[src/design/fhc_pkg.sv]
// fhc_pkg: shared types and constants for the four-level hysteresis classifier
// no dependencies; imported by every module of the block

package fhc_pkg;

  // field widths
  localparam int unsigned WeightW = 24;
  localparam int unsigned BandW   = 20;
  localparam int unsigned SumW    = 26;
  localparam int unsigned CfgIdxW = 2;
  localparam int unsigned CfgDataW = 24;

  // level codes
  typedef enum logic [2:0] {
    LVL_UNKNOWN  = 3'd0,
    LVL_VERY_LOW = 3'd1,
    LVL_LOW      = 3'd2,
    LVL_MEDIUM   = 3'd3,
    LVL_HIGH     = 3'd4
  } lvl_t;

  // register indexes
  localparam logic [CfgIdxW-1:0] REG_VERY_LOW_BOUND    = 2'd0;
  localparam logic [CfgIdxW-1:0] REG_LOW_MEDIUM_BOUND  = 2'd1;
  localparam logic [CfgIdxW-1:0] REG_MEDIUM_HIGH_BOUND = 2'd2;
  localparam logic [CfgIdxW-1:0] REG_HYSTERESIS_BAND   = 2'd3;

  // reset values of the registers
  localparam logic signed [WeightW-1:0] VeryLowBoundRst    = 24'sd100;
  localparam logic signed [WeightW-1:0] LowMediumBoundRst  = 24'sd500;
  localparam logic signed [WeightW-1:0] MediumHighBoundRst = 24'sd1000;
  localparam logic [BandW-1:0]          HysteresisBandRst  = 20'd20;

  // threshold set seen by the decision logic
  typedef struct packed {
    logic signed [WeightW-1:0] very_low_bound;
    logic signed [WeightW-1:0] low_medium_bound;
    logic signed [WeightW-1:0] medium_high_bound;
    logic [BandW-1:0]          hysteresis_band;
  } cfg_t;

  // one result item
  typedef struct packed {
    lvl_t level;
    logic led_low;
    logic led_medium;
    logic led_high;
  } result_t;

endpackage

[src/design/fhc_cfg.sv]
// fhc_cfg: configuration register file (thresholds and hysteresis band)
// depends on fhc_pkg

module fhc_cfg import fhc_pkg::*; (
  input  logic                clk,
  input  logic                rst_n,
  input  logic                cfg_we,
  input  logic [CfgIdxW-1:0]  cfg_index,
  input  logic [CfgDataW-1:0] cfg_data,
  output cfg_t                cfg
);

  cfg_t cfg_r;
  cfg_t cfg_nxt;

  // decode the write onto one register
  always_comb begin
    cfg_nxt = cfg_r;
    if (cfg_we) begin
      unique case (cfg_index)
        REG_VERY_LOW_BOUND:    cfg_nxt.very_low_bound    = cfg_data;
        REG_LOW_MEDIUM_BOUND:  cfg_nxt.low_medium_bound  = cfg_data;
        REG_MEDIUM_HIGH_BOUND: cfg_nxt.medium_high_bound = cfg_data;
        REG_HYSTERESIS_BAND:   cfg_nxt.hysteresis_band   = cfg_data[BandW-1:0];
        default:               cfg_nxt = cfg_r;
      endcase
    end
  end

  always_ff @(posedge clk) begin
    if (!rst_n) begin
      cfg_r.very_low_bound    <= VeryLowBoundRst;
      cfg_r.low_medium_bound  <= LowMediumBoundRst;
      cfg_r.medium_high_bound <= MediumHighBoundRst;
      cfg_r.hysteresis_band   <= HysteresisBandRst;
    end else begin
      cfg_r <= cfg_nxt;
    end
  end

  assign cfg = cfg_r;

endmodule

[src/design/fhc_decide.sv]
// fhc_decide: next-level decision and led decode for one weight item
// depends on fhc_pkg

module fhc_decide import fhc_pkg::*; (
  input  logic                      mode,
  input  logic signed [WeightW-1:0] weight,
  input  lvl_t                      held_level,
  input  cfg_t                      cfg,
  output result_t                   result
);

  logic signed [SumW-1:0] w_ext;
  logic signed [SumW-1:0] t1_ext, t2_ext, t3_ext, h_ext;
  logic signed [SumW-1:0] t1_up, t2_up, t3_up, t1_dn, t2_dn, t3_dn;
  logic up1, up2, up3, dn1, dn2, dn3;
  logic lt1, lt2, lt3;
  lvl_t lv;

  // widen everything so threshold plus or minus band never wraps
  assign w_ext  = SumW'(weight);
  assign t1_ext = SumW'(cfg.very_low_bound);
  assign t2_ext = SumW'(cfg.low_medium_bound);
  assign t3_ext = SumW'(cfg.medium_high_bound);
  assign h_ext  = $signed({{(SumW-BandW){1'b0}}, cfg.hysteresis_band});

  assign t1_up = t1_ext + h_ext;
  assign t2_up = t2_ext + h_ext;
  assign t3_up = t3_ext + h_ext;
  assign t1_dn = t1_ext - h_ext;
  assign t2_dn = t2_ext - h_ext;
  assign t3_dn = t3_ext - h_ext;

  // rising, falling and plain compares
  assign up1 = w_ext >= t1_up;
  assign up2 = w_ext >= t2_up;
  assign up3 = w_ext >= t3_up;
  assign dn1 = w_ext <= t1_dn;
  assign dn2 = w_ext <= t2_dn;
  assign dn3 = w_ext <= t3_dn;
  assign lt1 = w_ext < t1_ext;
  assign lt2 = w_ext < t2_ext;
  assign lt3 = w_ext < t3_ext;

  // level update, checks taken in fixed order per held level
  always_comb begin
    lv = held_level;
    if (mode) begin
      lv = LVL_UNKNOWN;
    end else begin
      unique case (held_level)
        LVL_UNKNOWN: begin
          priority if (lt1) lv = LVL_VERY_LOW;
          else if (lt2)     lv = LVL_LOW;
          else if (lt3)     lv = LVL_MEDIUM;
          else              lv = LVL_HIGH;
        end
        LVL_VERY_LOW: begin
          if (up3)      lv = LVL_HIGH;
          else if (up2) lv = LVL_MEDIUM;
          else if (up1) lv = LVL_LOW;
        end
        LVL_LOW: begin
          if (up3)      lv = LVL_HIGH;
          else if (up2) lv = LVL_MEDIUM;
          else if (dn1) lv = LVL_VERY_LOW;
        end
        LVL_MEDIUM: begin
          if (up3)      lv = LVL_HIGH;
          else if (dn1) lv = LVL_VERY_LOW;
          else if (dn2) lv = LVL_LOW;
        end
        LVL_HIGH: begin
          if (dn1)      lv = LVL_VERY_LOW;
          else if (dn2) lv = LVL_LOW;
          else if (dn3) lv = LVL_MEDIUM;
        end
        default: lv = LVL_UNKNOWN;
      endcase
    end
  end

  // led decode
  assign result.level      = lv;
  assign result.led_low    = (lv == LVL_VERY_LOW) || (lv == LVL_LOW);
  assign result.led_medium = (lv == LVL_MEDIUM);
  assign result.led_high   = (lv == LVL_HIGH);

endmodule

[src/design/four_level_hysteresis_classifier_unit.sv]
// four_level_hysteresis_classifier_unit: top level of the weight level classifier
// depends on fhc_pkg, fhc_cfg and fhc_decide

// Classifies signed whole-gram weight items into a held level (unknown, very
// low, low, medium, high) against three programmable thresholds with a
// hysteresis band, and drives three leds. An item with mode set clears the
// level to unknown. Each item gives exactly one result. The block takes one
// item per cycle while in_stall is low: an item is captured in an input register,
// the six band compares and the level update are combinational, and the result
// and the new held level are loaded together once the result register is free.
// A stalled result holds the input register, and only then is the input stalled.
// The user must write the registers through the cfg port only while no item is
// in flight; the block itself does not enforce this.

module four_level_hysteresis_classifier_unit import fhc_pkg::*; (
  input  logic                      clk,
  input  logic                      rst_n,
  // configuration
  input  logic                      cfg_we,
  input  logic [CfgIdxW-1:0]        cfg_index,
  input  logic [CfgDataW-1:0]       cfg_data,
  // input items
  input  logic                      in_valid,
  output logic                      in_stall,
  input  logic                      in_mode,
  input  logic signed [WeightW-1:0] in_weight,
  // result items
  output logic                      out_valid,
  input  logic                      out_stall,
  output logic [2:0]                out_level,
  output logic                      out_led_low,
  output logic                      out_led_medium,
  output logic                      out_led_high
);

  cfg_t    cfg;
  result_t dec_result;

  logic                      s1_valid_r;
  logic                      s1_mode_r;
  logic signed [WeightW-1:0] s1_weight_r;
  logic                      out_valid_r;
  result_t                   out_result_r;
  lvl_t                      held_level_r;

  logic out_free;
  logic s1_move;
  logic in_take;

  // register file
  fhc_cfg u_cfg (
    .clk       (clk),
    .rst_n     (rst_n),
    .cfg_we    (cfg_we),
    .cfg_index (cfg_index),
    .cfg_data  (cfg_data),
    .cfg       (cfg)
  );

  // decision logic between input and result registers
  fhc_decide u_decide (
    .mode       (s1_mode_r),
    .weight     (s1_weight_r),
    .held_level (held_level_r),
    .cfg        (cfg),
    .result     (dec_result)
  );

  // pipeline flow control
  assign out_free = !out_valid_r || !out_stall;
  assign s1_move  = s1_valid_r && out_free;
  assign in_stall = s1_valid_r && !out_free;
  assign in_take  = in_valid && !in_stall;

  // control registers
  always_ff @(posedge clk) begin
    if (!rst_n) begin
      s1_valid_r   <= 1'b0;
      out_valid_r  <= 1'b0;
      held_level_r <= LVL_UNKNOWN;
    end else begin
      if (in_take) begin
        s1_valid_r <= 1'b1;
      end else if (s1_move) begin
        s1_valid_r <= 1'b0;
      end
      if (out_free) begin
        out_valid_r <= s1_move;
      end
      if (s1_move) begin
        held_level_r <= dec_result.level;
      end
    end
  end

  // payload registers
  always_ff @(posedge clk) begin
    if (in_take) begin
      s1_mode_r   <= in_mode;
      s1_weight_r <= in_weight;
    end
    if (s1_move) begin
      out_result_r <= dec_result;
    end
  end

  // result port
  assign out_valid      = out_valid_r;
  assign out_level      = out_result_r.level;
  assign out_led_low    = out_result_r.led_low;
  assign out_led_medium = out_result_r.led_medium;
  assign out_led_high   = out_result_r.led_high;

endmodule

[config.mk]
export PLATFORM = sky130hd
export DESIGN_NAME = four_level_hysteresis_classifier_unit
export DESIGN_NICKNAME = d
export VERILOG_FILES = /design/src/design/fhc_pkg.sv /design/src/design/fhc_cfg.sv /design/src/design/fhc_decide.sv /design/src/design/four_level_hysteresis_classifier_unit.sv
export SDC_FILE = /design/constraint.sdc
export NUM_CORES = 1
export LEC_CHECK = 0
export BUFFER_PORTS_ARGS = -buffer_cell sky130_fd_sc_hd__buf_2
export CAP_MARGIN = 10
export CORE_MARGIN = 2
export CORE_UTILIZATION = 31
export CTS_BUF_LIST = sky130_fd_sc_hd__clkbuf_2
export DETAILED_ROUTE_END_ITERATION = 7
export HOLD_SLACK_MARGIN = 0.08
export SLEW_MARGIN = 20
export SYNTH_ARGS = -nofsm -noshare
export SYNTH_HDL_FRONTEND = slang
export SYNTH_SLANG_ARGS = --single-unit
[constraint.sdc]
create_clock -name clk -period 16.23 [get_ports clk]
set_input_delay 0.8115 -clock clk [delete_from_list [all_inputs] [get_ports clk]]
set_output_delay 0.8115 -clock clk [all_outputs]
set_load 0.03 [all_outputs]
==> results of run 1 <==
==> state kept, by name, indices dropped and copies added, names as in the netlist, 3 cells and up <==
signal / count
u_cfg.cfg: 92
out_level: 3
s1_weight_r: 24
held_level_r: 3
==> area by class of cell <==
| type | instances | area (sq um) | area share (%) |
|---|---|---|---|
| Clock inverter | 13 | 191 | 1.12 |
| Multi-Input combinational cell | 1613 | 11900 | 69.4 |
| Inverter | 158 | 593 | 3.47 |
| Clock buffer | 19 | 95.1 | 0.556 |
| Antenna cell | 1 | 2.50 | 0.0146 |
| Timing Repair Buffer | 99 | 643 | 3.76 |
| Tap cell | 672 | 841 | 4.92 |
| Sequential cell | 128 | 2870 | 16.8 |
==> cell usage after synthesis, types with 34 or more instances <==
cell type	instances	area, sq um
sky130_fd_sc_hd__a21oi_1	149	746
sky130_fd_sc_hd__nor3_1	37	185
sky130_fd_sc_hd__nand3_1	48	240
sky130_fd_sc_hd__xnor2_1	100	876
sky130_fd_sc_hd__dfxtp_1	97	1940
sky130_fd_sc_hd__a21o_1	34	255
sky130_fd_sc_hd__o21ai_0	78	390
sky130_fd_sc_hd__a21boi_0	81	608
sky130_fd_sc_hd__nand2_1	248	931
sky130_fd_sc_hd__nor2_1	111	417
sky130_fd_sc_hd__inv_1	157	589
sky130_fd_sc_hd__ha_1	339	4240
sky130_fd_sc_hd__clkbuf_1	63	236
==> what timing repair did <==
action,in CTS,in global routing
endpoints found under the hold margin,23,0
setup endpoints to repair,0,0
hold buffers,23,0
==> how the worst max path moves through the flow <==
stage,cells after the start,to,slack [ps]
floorplan,23,out_led_medium,11130
CTS,23,out_led_medium,9810
global route,23,held_level_r[1],9230
finish,23,out_led_medium,9770
global placement,23,held_level_r[1],10010
detailed placement,23,held_level_r[1],9890
==> routing by layer <==
| metal | wire, um | track usage, % |
|---|---|---|
| met1 | 21900 | 23.2 |
| met2 | 23900 | 33.1 |
| met4 | 2190 | 8.95 |
| met5 | 0 | 0 |
| met3 | 1690 | 1.75 |
==> logic make-up after synthesis <==
family	count (synthesis)	share of synthesized area, %
flops	128	18.4
fa+ha+maj	345	28.0
mux	2	0.136
xor+xnor	122	6.85
compound gates	540	22.9
simple gates	604	18.2
buf+inv	227	5.54
==> layout by cell type, fill, tap and decap left out, types with 23 or more instances in the layout <==
master                          synthesis  layout
sky130_fd_sc_hd__nor2b_1               28      27
sky130_fd_sc_hd__a31oi_1               26      26
sky130_fd_sc_hd__edfxtp_1              31      31
sky130_fd_sc_hd__inv_1                157     157
sky130_fd_sc_hd__nand3_1               48      48
sky130_fd_sc_hd__a21boi_0              81      81
sky130_fd_sc_hd__a21o_1                34      34
sky130_fd_sc_hd__o21bai_1              30      30
sky130_fd_sc_hd__ha_1                 339     339
sky130_fd_sc_hd__buf_2                  4      63
sky130_fd_sc_hd__nor3_1                37      37
sky130_fd_sc_hd__nand2_1              248     248
sky130_fd_sc_hd__nor2_1               111     110
sky130_fd_sc_hd__dlygate4sd3_1          0      23
sky130_fd_sc_hd__nand2b_1              27      27
sky130_fd_sc_hd__xnor2_1              100     100
sky130_fd_sc_hd__dfxtp_1               97      97
sky130_fd_sc_hd__o21ai_0               78      78
sky130_fd_sc_hd__o211ai_1              27      27
sky130_fd_sc_hd__a21oi_1              149     149
sky130_fd_sc_hd__nand4_1               31      31
==> power by group <==
part / leakage (nW) / switching, mW / total, mW / internal [mW]
clock: 0.167 / 0.140 / 0.256 / 0.116
combinational: 6.07 / 0.285 / 0.490 / 0.204
sequential: 1.09 / 0.0256 / 0.367 / 0.342
total: 7.33 / 0.451 / 1.11 / 0.662
==> stage by stage <==
step	area (sq um)	hold WS, ps	utilization [%]	power (mW)
after floorplan	15600	460	-	0.711
after global placement	16600	475	33.3	0.841
after detailed placement	16600	480	33.3	0.853
after CTS	17100	88.1	34.3	1.12
after global routing	17100	122	34.3	1.19
final	17100	162	34.3	1.11
==> results_tabular.tex, run 1 <==
\begin{tabular}{lr}
\hline
Metric & Value \\
\hline
\multicolumn{2}{l}{\textbf{Layout}} \\
Filler cell count & 5,283 \\
Post-route insts no fill & 2,703 \\
Layout net count & 2,418 \\
Area growth, synth to finish & 9.69\% \\
Fraction of final layout cells sized beyond drive strength 1 & 6.35\% \\
\multicolumn{2}{l}{\textbf{Critical path}} \\
Worst setup path startpoint & u\_cfg.cfg[1] \\
Worst Path Required & 16,930 ps \\
Path depth of the worst reg2reg path & 23 \\
Reg-to-Reg Start & u\_cfg.cfg[1] \\
Cell type group with the largest total delay on the critical path & compound AO/OA/AOI/OAI gates \\
Startpoint type of the worst setup path & register \\
Biggest fanout along the worst timing path & 8 \\
Slowest stage cell, crit path & sky130\_fd\_sc\_hd\_\_dfxtp\_1 \\
Capturing point of the worst reg2reg path & out\_led\_medium \\
Critical path endpoint category & register \\
List of cells traversed by the critical path & inv\_1 > ha\_1 > nor2b\_1 > o21ai\_0 > a21boi\_0 > o21ai\_1 > a21oi\_1 > a221o\_1 > a41oi\_1 > nand2b\_1 > a21oi\_1 > xnor2\_1 > ha\_1 > nand4\_1 > or4\_1 > nor4\_2 > nor3\_1 > a211oi\_2 > nor2\_1 > o22ai\_1 > a211oi\_1 > or2\_1 > nor2\_1 \\
Worst path bufs/invs & 1 \\
Reg-to-reg slack, setup & 9770 ps \\
Critical path type & reg2reg \\
Worst endpoint data arrival time & 7160 ps \\
Slowest Stage Delay on Critical Path & 640 ps \\
\multicolumn{2}{l}{\textbf{STA}} \\
Part of the cycle the worst path needs & 39.8\% \\
Max-slew violation count & 0 \\
RSZ-0062 raised after global routing & no \\
Slew at the pin with the worst max-slew slack & 1100 ps \\
Setup ws final & 9770 ps \\
Relative slew margins & 26.7\% \\
Maximum achievable frequency & 155 MHz \\
Hold Vio Cnt, Final & 0 \\
Period minus WS final & 6460 ps \\
Final setup violation count & 0 \\
Worst clock skew & 53.9 ps \\
Post-Route Setup TNS & 0 ps \\
\multicolumn{2}{l}{\textbf{Clocking}} \\
TritonCTS clock tree & built \\
Clock root buffer & sky130\_fd\_sc\_hd\_\_clkbuf\_2 \\
Level count of the clock H-tree & 4 \\
Post-CTS setup buffer count & 0 \\
Clock latency at the later pin of the worst-skew pair & 870 ps \\
Number of buffers created by CTS & 17 \\
Resized Gates After CTS & 0 \\
Reg clk slew, reported paths & 200 ps \\
TritonCTS Sinks & 128 \\
Longest Clk Path Bufs & 2 \\
\multicolumn{2}{l}{\textbf{Floorplan}} \\
Placeable Area & 49,900 sq um \\
Die height & 228 um \\
Floorplan die width & 228 um \\
Std-Cell Rows & 82 \\
Die Outline Area & 52,100 sq um \\
Initial Utilization & 31.3\% \\
\# IOs & 64 \\
\multicolumn{2}{l}{\textbf{Detailed routing}} \\
Number of violations reported at the end of detailed-routing iteration 0 & 850 \\
Antenna Violating Nets Remaining & 0 \\
Post-detailed-route wirelength per cell & 18.4 um \\
\# DRC & 0 \\
Detailed-routing iteration count for the pre-antenna-repair pass & 5 \\
Total number of vias & 14,300 \\
Via-per-instance ratio & 5.31 \\
Routed wire length & 49.7 mm \\
\multicolumn{2}{l}{\textbf{Global routing}} \\
Grt total ovfl & 0 \\
Global Route Usage Sum & 18.8\% \\
First-pass GRT wire length & 77.4 mm \\
Initial antenna violation count & 1 \\
Pin count of the biggest net entering global routing & 93 \\
Number of global-route vias before repair & 14,300 \\
\multicolumn{2}{l}{\textbf{Yosys}} \\
Post-synthesis instance area & 15,600 sq um \\
Cell count after synthesis & 1,968 \\
Net count after synthesis & 2,369 \\
Ys flop type & sky130\_fd\_sc\_hd\_\_dfxtp\_1 \\
Number of flops mapped to enable cells by yosys & 31 \\
Share of the yosys chip area belonging to registers & 18.4\% \\
Avg Inst Size Synth & 7.92 sq um \\
Async SR Flop Fraction & 0\% \\
Post-synthesis cell type count & 79 \\
Yosys warnings & 0 \\
Synth Register Bits & 128 \\
\multicolumn{2}{l}{\textbf{Hold path}} \\
Hold Crit Depth & 1 \\
Min-Delay Endpoint & s1\_weight\_r[23] \\
Type of the worst min-delay path & in2reg \\
Source of the worst hold timing path & in\_weight[23] \\
\multicolumn{2}{l}{\textbf{Job}} \\
Max-cap violation count & 0 \\
\multicolumn{2}{l}{\textbf{Power and ir drop}} \\
Static leakage & 7.33 nW \\
Maximum VDD drop & 0.0521 mV \\
Power density relative to cell area & 65.1 nW/um\^{}2 \\
\multicolumn{2}{l}{\textbf{Outcome}} \\
Outcome & completed \\
\multicolumn{2}{l}{\textbf{Placed design}} \\
Placed Cells & 2,647 \\
Post-detailed-placement half-perimeter wirelength & 39.9 mm \\
Gpl congestion & 0.940 \\
Count of buffers from port buffering & 63 \\
Worst slack, placed & 9890 ps \\
\hline
\end{tabular}
(Power assumes the default switching activity.)
==> run 2, diff against run 1 <==
--- a/config.mk
+++ b/config.mk
@@ -5,6 +5,7 @@
 export SDC_FILE = /design/constraint.sdc
 export NUM_CORES = 1
 export LEC_CHECK = 0
+export ABC_AREA = 1
 export BUFFER_PORTS_ARGS = -buffer_cell sky130_fd_sc_hd__buf_2
 export CAP_MARGIN = 10
 export CORE_MARGIN = 2
==> constraint.sdc (replaced) <==
create_clock -name clk -period 5.2 [get_ports clk]
set_input_delay 0.26 -clock clk [delete_from_list [all_inputs] [get_ports clk]]
set_output_delay 0.26 -clock clk [all_outputs]
set_load 0.03 [all_outputs]
==> run 2 against run 1 <==
  * Clock power grew to 2.7 times the previous value
  * Global-route usage grew 2.2 points
  * Die area grew 6.2%
  * Fmax grew 31%
  * Combinational power grew to 4.4 times the previous value
  * First-iteration DRC count grew 32%
  * Critical path depth is the same
  * Clock-buffer cell count grew 1
  * Non-clock buffer count grew 75
  * Largest cell class unchanged
==> results_tabular.tex, run 2 <==
\begin{tabular}{lr}
\hline
Metric & Value \\
\hline
\multicolumn{2}{l}{\textbf{STA}} \\
Slew at the pin with the worst max-slew slack & 1030 ps \\
Max-slew violation count & 0 \\
Part of the cycle the worst path needs & 95.2\% \\
Worst clock skew & 43.7 ps \\
Post-Route Setup TNS & 0 ps \\
Final setup violation count & 0 \\
Hold Vio Cnt, Final & 0 \\
RSZ-0062 raised after global routing & no \\
Relative slew margins & 30.8\% \\
Period minus WS final & 4950 ps \\
Maximum achievable frequency & 202 MHz \\
\multicolumn{2}{l}{\textbf{Yosys}} \\
Ys flop type & sky130\_fd\_sc\_hd\_\_dfxtp\_1 \\
Synth Register Bits & 128 \\
Net count after synthesis & 2,755 \\
Synth Area in Adders & 26.3\% \\
Largest family of logic cells by synthesized area & adder cells \\
Top cells by area in the synthesized netlist & sky130\_fd\_sc\_hd\_\_ha\_1 (26\%), sky130\_fd\_sc\_hd\_\_dfxtp\_1 (12\%), sky130\_fd\_sc\_hd\_\_nand2\_1 (10\%) \\
Post-synthesis share of cell area spent on xor and xnor gates & 6.55\% \\
Commonest cells in the synthesized netlist & sky130\_fd\_sc\_hd\_\_nand2\_1 (455), sky130\_fd\_sc\_hd\_\_ha\_1 (339), sky130\_fd\_sc\_hd\_\_inv\_1 (322) \\
Simple-gate share of the synthesized area & 20.1\% \\
Fraction of post-synthesis cell area in the top cell type by area & 25.6\% \\
Post-synthesis compound-gate area fraction & 20.2\% \\
Mux contribution to synthesized area & 0\% \\
Cell count after synthesis & 2,354 \\
Post-synthesis cell type count & 57 \\
Post-synthesis instance area & 16,600 sq um \\
Share of the yosys chip area belonging to registers & 17.3\% \\
Avg Inst Size Synth & 7.04 sq um \\
Number of flops mapped to enable cells by yosys & 31 \\
Yosys warnings & 0 \\
Yosys top cell by area & sky130\_fd\_sc\_hd\_\_ha\_1 \\
Most used standard cell by instance count after synthesis & sky130\_fd\_sc\_hd\_\_nand2\_1 \\
Async SR Flop Fraction & 0\% \\
\multicolumn{2}{l}{\textbf{Detailed routing}} \\
Post-detailed-route wirelength per cell & 18.5 um \\
Routed wire length & 58.8 mm \\
Via-per-instance ratio & 5.12 \\
\# DRC & 0 \\
Antenna Violating Nets Remaining & 0 \\
Number of violations reported at the end of detailed-routing iteration 0 & 1,121 \\
Detailed-routing iteration count for the pre-antenna-repair pass & 7 \\
Total number of vias & 16,300 \\
\multicolumn{2}{l}{\textbf{Layout}} \\
Area used by multi-input combinational logic & 12,100 sq um \\
Filler cell count & 5,599 \\
Sequential Area & 2880 sq um \\
Commonest cells after routing, fill and taps aside & sky130\_fd\_sc\_hd\_\_nand2\_1 (455), sky130\_fd\_sc\_hd\_\_ha\_1 (337), sky130\_fd\_sc\_hd\_\_inv\_1 (322), sky130\_fd\_sc\_hd\_\_a21oi\_1 (265), sky130\_fd\_sc\_hd\_\_nor2\_1 (175) \\
Layout net count & 2,879 \\
Util after Layout & 35.6\% \\
Fraction of final layout cells sized beyond drive strength 1 & 7.99\% \\
Flip-flop count of the largest register, all copies and words added & 92 \\
Final Cell Area & 18,700 sq um \\
Area growth, synth to finish & 13.0\% \\
Most common cell after layout, fill and taps aside & sky130\_fd\_sc\_hd\_\_nand2\_1 \\
\multicolumn{2}{l}{\textbf{Power and ir drop}} \\
Relative contribution of the clock network to total power & 17.0\% \\
Share of total power in sequential cells & 29.2\% \\
Switching share of power & 47.6\% \\
Power density relative to cell area & 216 nW/um\^{}2 \\
Total design power & 4.04 mW \\
Combinational share of power & 53.9\% \\
Internal power summed over all cells & 2.12 mW \\
Maximum VDD drop & 0.127 mV \\
Static leakage & 9.34 nW \\
Switching power & 1.93 mW \\
\multicolumn{2}{l}{\textbf{Critical path}} \\
Slowest Stage Delay on Critical Path & 780 ps \\
CP most frequent cell & sky130\_fd\_sc\_hd\_\_nand2\_1 \\
Reg-to-Reg Start & u\_cfg.cfg[18] \\
Slowest stage cell, crit path & sky130\_fd\_sc\_hd\_\_a2111oi\_0 \\
Critical path type & reg2reg \\
Worst path bufs/invs & 3 \\
Critical path endpoint category & register \\
Worst Path Required & 5840 ps \\
Cell type group with the largest total delay on the critical path & simple AND/OR/NAND/NOR gates \\
Biggest fanout along the worst timing path & 8 \\
Worst endpoint data arrival time & 5590 ps \\
Startpoint type of the worst setup path & register \\
Worst setup path startpoint & u\_cfg.cfg[18] \\
List of cells traversed by the critical path & inv\_1 > ha\_1 > a21oi\_1 > o21ai\_0 > a2111oi\_0 > nand3\_1 > xor2\_1 > ha\_1 > nand2\_1 > nor2\_1 > nand2\_1 > nor2\_1 > nand2\_1 > nand4\_1 > nand2\_1 > inv\_1 > nand2\_1 > o21ai\_0 > nand4\_1 > nand2\_1 > inv\_1 > nand2\_1 > nand2\_1 \\
\multicolumn{2}{l}{\textbf{Floorplan}} \\
Placeable Area & 52,700 sq um \\
Die Outline Area & 55,300 sq um \\
Std-Cell Rows & 84 \\
Floorplan die width & 235 um \\
\# IOs & 64 \\
Die height & 235 um \\
Initial Utilization & 31.5\% \\
\multicolumn{2}{l}{\textbf{Clocking}} \\
TritonCTS clock tree & built \\
Post-CTS setup buffer count & 0 \\
TritonCTS Sinks & 128 \\
Clock root buffer & sky130\_fd\_sc\_hd\_\_clkbuf\_2 \\
Reg clk slew, reported paths & 240 ps \\
Longest Clk Path Bufs & 2 \\
Number of buffers created by CTS & 17 \\
Clock latency at the later pin of the worst-skew pair & 850 ps \\
Level count of the clock H-tree & 4 \\
\multicolumn{2}{l}{\textbf{Global routing}} \\
First-pass GRT wire length & 90.2 mm \\
Grt total ovfl & 0 \\
Number of global-route vias before repair & 16,200 \\
Initial antenna violation count & 1 \\
Pin count of the biggest net entering global routing & 69 \\
Global Route Usage Sum & 21.0\% \\
\multicolumn{2}{l}{\textbf{Hold path}} \\
Type of the worst min-delay path & in2reg \\
Source of the worst hold timing path & cfg\_data[2] \\
\multicolumn{2}{l}{\textbf{Placed design}} \\
Cell area reported after detailed placement & 17,600 sq um \\
Post-detailed-placement half-perimeter wirelength & 48.4 mm \\
Gpl congestion & 0.954 \\
Count of buffers from port buffering & 63 \\
\multicolumn{2}{l}{\textbf{Outcome}} \\
Outcome & completed \\
\multicolumn{2}{l}{\textbf{Job}} \\
Max-cap violation count & 0 \\
\hline
\end{tabular}
[run 2: worst register-to-register path: stages, from the launching register on]
cell,delay [ps]
sky130_fd_sc_hd__dfxtp_1,520
sky130_fd_sc_hd__inv_1,220
sky130_fd_sc_hd__ha_1,470
sky130_fd_sc_hd__a21oi_1,280
sky130_fd_sc_hd__o21ai_0,150
sky130_fd_sc_hd__a2111oi_0,780
sky130_fd_sc_hd__nand3_1,370
sky130_fd_sc_hd__xor2_1,250
sky130_fd_sc_hd__ha_1,310
sky130_fd_sc_hd__nand2_1,70
sky130_fd_sc_hd__nor2_1,120
sky130_fd_sc_hd__nand2_1,90
sky130_fd_sc_hd__nor2_1,110
sky130_fd_sc_hd__nand2_1,80
sky130_fd_sc_hd__nand4_1,120
sky130_fd_sc_hd__nand2_1,130
sky130_fd_sc_hd__inv_1,110
sky130_fd_sc_hd__nand2_1,70
sky130_fd_sc_hd__o21ai_0,140
sky130_fd_sc_hd__nand4_1,130
sky130_fd_sc_hd__nand2_1,100
sky130_fd_sc_hd__inv_1,50
sky130_fd_sc_hd__nand2_1,50
sky130_fd_sc_hd__nand2_1,50
[run 2: final cells by class]
class / count / area share [%]
Sequential cell: 128 / 15.4
Multi-Input combinational cell: 1826 / 64.8
Clock buffer: 20 / 0.534
Clock inverter: 12 / 0.728
Tap cell: 688 / 4.60
Inverter: 331 / 6.63
Timing Repair Buffer: 174 / 7.35
Antenna cell: 1 / 0.0134
[run 2: what timing repair did]
item | in CTS | in global routing
endpoints found under the setup margin | 0 | 9
hold buffers | 91 | 0
resized for setup | 0 | 9
hold endpoints to repair | 153 | 0
[run 2: worst paths after layout]
path / cells past startpoint / end / slack [ps]
worst min-delay path: 4 / u_cfg.cfg[46] / 230
worst max-delay path: 23 / out_led_low / 250
worst max register to register: 23 / out_led_low / 250
worst min register to register: 2 / out_valid / 520
[run 2: per-stage QoR]
step,hold slack [ps],worst slack [ps],cells
after global routing,172,3.11,3180
after CTS,146,296,3179
after global placement,437,309,3056
after floorplan,359,1210,2354
final,230,251,3180
after detailed placement,438,320,3056
[run 2: metal layers]
layer | share of wire, % | track usage, %
met1 | 45 | 26.9
met2 | 45 | 35.1
met3 | 4.7 | 2.13
met4 | 5.1 | 10.5
met5 | 0 | 0
[run 2: power groups by stage]
stage	combinational, mW	sequential (mW)	clock, mW
global route	2.46	1.19	0.742
floorplan	1.51	1.16	0
global placement	2.07	1.20	0
CTS	2.16	1.18	0.703
finish	2.18	1.18	0.685
detailed placement	2.10	1.20	0
[run 2: logic make-up (layout without fill, tap and decap cells)]
| group | after synthesis | in the layout |
|---|---|---|
| adders and majority gates | 345 | 345 |
| buffers and inverters | 400 | 537 |
| DFF | 128 | 128 |
| other | 0 | 1 |
| xor gates and xnor gates | 124 | 124 |
| AOI/OAI and AO/OA | 556 | 556 |
| and+or+nand+nor | 801 | 801 |
